## src/rtl/mlfq_pkg.sv

```systemverilog
// ----------------------------------------------------------------------------
// mlfq_pkg
// shared types and constants for the feedback scheduler
// ----------------------------------------------------------------------------
package mlfq_pkg;

   localparam logic OP_ENQUEUE = 1'b0;
   localparam logic OP_SELECT  = 1'b1;

   localparam int CLASSES    = 4;
   localparam int CLASS_W    = 2;
   localparam int BURST_W    = 16;
   localparam int RUNTIME_W  = 32;
   localparam int LEVEL_W    = 4;
   localparam int SLICE_W    = 10;

   // one classified item between front and back
   typedef struct packed {
      logic                 op;
      logic [9:0]           thread_id;
      logic [CLASS_W-1:0]   priority_class;
      logic [BURST_W-1:0]   burst_length;
   } cmd_type;

endpackage

```

## src/rtl/mlfq_front.sv

```systemverilog
// ----------------------------------------------------------------------------
// mlfq_front
// input stage and two-entry command queue toward the scheduler core
// ----------------------------------------------------------------------------
module mlfq_front (
   input  logic              clock,
   input  logic              reset,
   input  logic              req_valid,
   output logic              req_ready,
   input  logic              req_op,
   input  logic [5:0]        req_thread_id,
   input  logic [1:0]        req_priority_class,
   input  logic [15:0]       req_burst_length,
   output logic              cmd_valid,
   input  logic              cmd_take,
   output mlfq_pkg::cmd_type cmd
);
   mlfq_pkg::cmd_type q_ff [2];
   mlfq_pkg::cmd_type q_in;
   logic [1:0] cnt_ff, cnt_in;
   logic       push, pop;

   assign req_ready = (cnt_ff != 2'd2);
   assign push      = req_valid && req_ready;
   assign cmd_valid = (cnt_ff != 2'd0);
   assign pop       = cmd_valid && cmd_take;
   assign cmd       = q_ff[0];

   always_comb begin
      q_in.op             = req_op;
      q_in.thread_id      = {4'd0, req_thread_id};
      q_in.priority_class = req_priority_class;
      q_in.burst_length   = req_burst_length;
      cnt_in = cnt_ff + {1'b0, push} - {1'b0, pop};
   end

   always_ff @(posedge clock) begin
      if (reset) begin
         cnt_ff <= 2'd0;
      end else begin
         cnt_ff <= cnt_in;
      end
      if (pop) begin
         q_ff[0] <= (cnt_ff == 2'd2) ? q_ff[1] : q_in;
         if (push) q_ff[1] <= q_in;
      end else if (push) begin
         if (cnt_ff == 2'd0) q_ff[0] <= q_in;
         else                q_ff[1] <= q_in;
      end
   end
endmodule

```

## config.mk

```make
export PLATFORM = sky130hd
export DESIGN_NAME = mlfq_front
export DESIGN_NICKNAME = d
export VERILOG_FILES = /design/src/rtl/mlfq_pkg.sv /design/src/rtl/mlfq_front.sv
export SDC_FILE = /design/constraint.sdc
export NUM_CORES = 1
export LEC_CHECK = 0
export CORE_AREA = 2 2 75 84
export CTS_CLUSTER_SIZE = 30
export DETAILED_ROUTE_END_ITERATION = 7
export DIE_AREA = 0 0 77 86
export DONT_BUFFER_PORTS = 1
export PLACE_DENSITY_LB_ADDON = 0.25
export SLEW_MARGIN = 5
export SYNTH_ARGS = -nofsm -noshare
export SYNTH_HDL_FRONTEND = slang
export SYNTH_SLANG_ARGS = --single-unit
```

## constraint.sdc

```tcl
create_clock -name clock -period 1.5 [get_ports clock]
set_input_delay 0.225 -clock clock [delete_from_list [all_inputs] [get_ports clock]]
set_output_delay 0.225 -clock clock [all_outputs]
set_load 0.005 [all_outputs]
```

# After elaboration in Yosys (flattened, before gate mapping)
# Memory sizes are Yosys's and may differ from the RTL's.
# Index checks and enable logic that the tools add are counted.
# word_totals
register_bits,2
ram_bits,58
inputBits,29
out_inout_bits,31
elab_cells,28
mem_count,1
# memory_table
memory,depth,width,read_ports,rd_ports_with_merged_regs,write_ports,line,text
q_ff,2,29,2,0,2,mlfq_front.sv:18,mlfq_pkg::cmd_type q_ff [2];
# op_classes
add_sub_neg,2
n_eq_ne,2
muxes,16
n_bitwise,2
n_reduce_logical,4
# ops
operator,n
$mux W29,3
$mux W1,13
$add A2 B1 Y2,1
$eq A2 B2 Y1 const B,1
$logic_and A1 B1 Y1,2
$logic_not A2 Y1,1
$ne A2 B2 Y1 const B,1
$or A1 B1 Y1,2
$reduce_bool A2 Y1,1
$sub A2 B1 Y2,1

# Logic depth before layout (Yosys ltp)
# depth
ltp_word,6
ltp_mapped,8
depth_no_buf,7

# Worst setup path before layout
# No wires, ideal clock.
# synth_path
kind,reg2reg
start,register cnt_ff[1]
end,register cnt_ff[1]
setup_ps,121
t_arrival_ps,1328
t_required_ps,1379
setup_slack_ps,51
stages_incl_launch_ff,9
path_buffers,1
synth_period_minus_slack_ps,1449
cell_sequence,dfxtp_1 nor2b_2 buf_6 inv_4 nand3b_1 a2bb2oi_1 ha_1 nor2b_1 mux2_4
# synth_between
elab_chain_cells,4
elab_cells_between_ends,6
cone_classes,add/sub: 2; eq/ne: 1; reduce/logical: 3
# synth_rtl
element,line,text
"start, declared",mlfq_front.sv:20,"logic [1:0] cnt_ff, cnt_in;"
"start signal, assigned",mlfq_front.sv:41,cnt_ff <= cnt_in;
$ne A2 B2 Y1,mlfq_front.sv:23,assign req_ready = (cnt_ff != 2'd2);
$logic_and A1 B1 Y1,mlfq_front.sv:24,assign push = req_valid && req_ready;
$add A2 B1 Y2,mlfq_front.sv:34,"cnt_in = cnt_ff + {1'b0, push} - {1'b0, pop};"
$sub A2 B1 Y2 (*),mlfq_front.sv:34,
# Mark *: on every way between the ends. The rest lies on a longest branch, timed or not.
# A chain may end at the register's enable or synchronous reset.

# Worst setup path after layout
# layout_path
start,register cnt_ff[1]
end,register cnt_ff[1]
# layout_between
elab_cells_between_ends,6
cone_classes,add/sub: 2; eq/ne: 1; reduce/logical: 3
# layout_rtl
element,line,text
$reduce_bool A2 Y1,mlfq_front.sv:25,assign cmd_valid = (cnt_ff != 2'd0);
via cmd_valid,mlfq_front.sv:14,"output logic cmd_valid,"
$logic_and A1 B1 Y1,mlfq_front.sv:26,assign pop = cmd_valid && cmd_take;
$sub A2 B1 Y2,mlfq_front.sv:34,
# The timed path passes the listed nets, and every way through them passes these cells.

==> reports/metrics.cfg <==
[run_status]
status = finished, final reports clean

[pwr]
leakage_uw = 0.001023
p_clk_share_pct = 31.4
switching_share_pct = 23.07
p_comb_share_pct = 14.9
power_density_nw_per_um2 = 1391
internal_power_uw = 2792
p_seq_share_pct = 53.7
finalPower_uw = 3629
p_switching_uw = 837.3
max-vdd-ir-drop_mv = 0.6227

[timing]
fin_skew_ns = 0.01408
period_share_pct = 98.23
hold_viol = 0
final.min_clock_period_ns = 1.473
rsz0062_at_grt = yes
whs_ns = 0.09096
maxSlewViolCount = 0
fmax_ghz = 0.6787
setup_ws_ns = 0.02658
finalSetupViolations = 0

[clock_network]
clk_pin_slew_ns = 0.10
cts.path.max_buffers = 2
htreeDepth = 2
cts_tree = done
clock_latency_ns = 0.31
root_buffer = clkbuf_8
cts_num_sinks = 52
cts_buffers = 5

[floorplan]
io_pins = 60
dieWidth_um = 77
fp.dieH_um = 86
coreArea_um2 = 5733
rows = 29
start_util_pct = 38.85
dieArea_um2 = 6622

[routing]
vias = 1181
drtIter0Drc = 56
dr.pass1.iters = 4
wl_per_cell_um = 14.94
routed_via_density = 4.423
wl_um = 3989
postRouteAntennaNets = 0
drc = 0

[placement]
gp_congestion = 0.6287
io_buffers = 0
place_inst = 233
detailed_place_hpwl_um = 2631
pre_cts_ws_ns = -0.09505

[logic_synthesis]
ys_warn_count = 0
syn_area_per_cell_um2 = 12.58
syn_area_um2 = 2227
synthCells = 177
synth_area_leader_cell = edfxtp_1
synth_top_area_share_pct = 67.42
synth-seq-area-share_pct = 69.21
synth_edf_count = 50
yosys.cell_types.count = 19
synthFlopType = edfxtp_1
synth-async-reset-ratio_pct = 0
synth-seq-cells = 52
yosys-top-cells-area = edfxtp_1 (67%), nand2_1 (13%), buf_4 (10%)

[global_route]
grt_start_max_net_pins = 27
grt.overflow.total = 0
antenna_found_initial = 0
grt_usage_pct = 12.07
grt_pass1_vias = 1158
grt_pass1_wl_um = 5954

[critical_path]
startpoint_type = flop
cp_max_fo = 3
crit_type = reg -> reg
worst_ep_required_time_ns = 1.69
cp-end-kind = flop
crit_arrival_ns = 1.67

[finish]
drive_above_1_share_pct = 15.26
nets = 219
antenna_cells = 0
area_growth_syn_to_layout_pct = 17.13
fin_cells = 267

[worst_hold_path]
hold_path.class = in -> reg

[run]
max-cap-violations = 0

## kinds of logic (layout without fill, tap and decap cells)
kind of cell	after synthesis	count (layout)	synth area share (%)
AND/OR/NAND/NOR	83	83	15.22
multiplexers	2	2	1.348
adder cells (fa/ha/maj)	1	1	0.5617
other	1	4	0.1684
buffers and inverters	35	45	12.25
flip-flops	52	52	69.21
AO/OA/AOI/OAI	3	3	1.236
## registers in the layout (all words and copies together) (netlist names)
name    count
q_ff       50
cnt_ff      2
## synthesized netlist by cell type, drive strengths merged, types with 2 or more instances
library cell	count
buf	34
dfxtp	2
edfxtp	50
mux2	2
nand2	75
nor2b	3
## timing repair
action	CTS	global route
hold buffers	8	18
setup buffers	0	0
setup endpoints to repair	26	1
pin swaps	1	0
gates resized for setup	3	3
hold endpoints to repair	8	18
## layer usage
layer / up-vias / wire [µm] / GRT usage [%]
met1: 558 / 1593 / 13.03
met2: 41 / 2128 / 21.13
met4: 0 / 50 / 4.870
met3: 4 / 216 / 4.947
met5: - / 0 / 0
li1: 578 / - / -
## placed cells by master (no fill, tap or decap), types with 2 or more instances in the layout
cell type	n
nor2b_1	2
edfxtp_1	50
buf_4	5
dfxtp_2	2
nand2_1	75
bufinv_16	2
mux2_4	2
clkbuf_8	5
dlygate4sd3_1	26
conb_1	4
buf_12	4
## worst paths after layout
kind / start / end / slack (ns) / depth (start not counted)
min reg2reg: q_ff[0][32]$_DFFE_PP_ / q_ff[0][3]$_DFFE_PP_ / 0.50 / 2
max: cnt_ff[1]$_SDFF_PP0_ / cnt_ff[1]$_SDFF_PP0_ / 0.03 / 6
min: req_thread_id[1] / q_ff[0][19]$_DFFE_PP_ / 0.09 / 2
max reg2reg: cnt_ff[1]$_SDFF_PP0_ / cnt_ff[1]$_SDFF_PP0_ / 0.03 / 6
## power by group through the flow
stage                     sequential (µW)  clock, µW  combinational [µW]
after floorplan                      1930          0                 485
after global placement               1980          0                 463
after detailed placement             1980          0                 483
after CTS                            1950       1170                 509
after global routing                 1960       1230                 606
final                                1950       1140                 542
## critical path: stages (launching register included)
cell	delay (ns)
dfxtp_2	0.33
buf_6	0.11
or2_4	0.25
a2bb2oi_2	0.13
ha_2	0.17
nor2b_1	0.12
mux2_4	0.25
## through the flow
stage / utilization, % / area (µm²) / TNS (ns)
after floorplan: - / 2238 / 0
after global placement: 38.26 / 2193 / -0.09247
after detailed placement: 38.26 / 2193 / -1.005
after CTS: 42.17 / 2417 / 0
after global routing: 45.50 / 2609 / -0.007377
final: 45.50 / 2609 / 0
## area by class of cell
type                            instances  area (µm²)
Multi-Input combinational cell         93       435.4
Inverter                                1       6.256
Fill cell                             549        3124
Tap cell                               77       96.34
Timing Repair Buffer                   36       389.1
Clock buffer                            5       68.82
Sequential cell                        52        1544
Clock inverter                          3       68.82
Note: power is estimated with default switching activity, not from simulation.
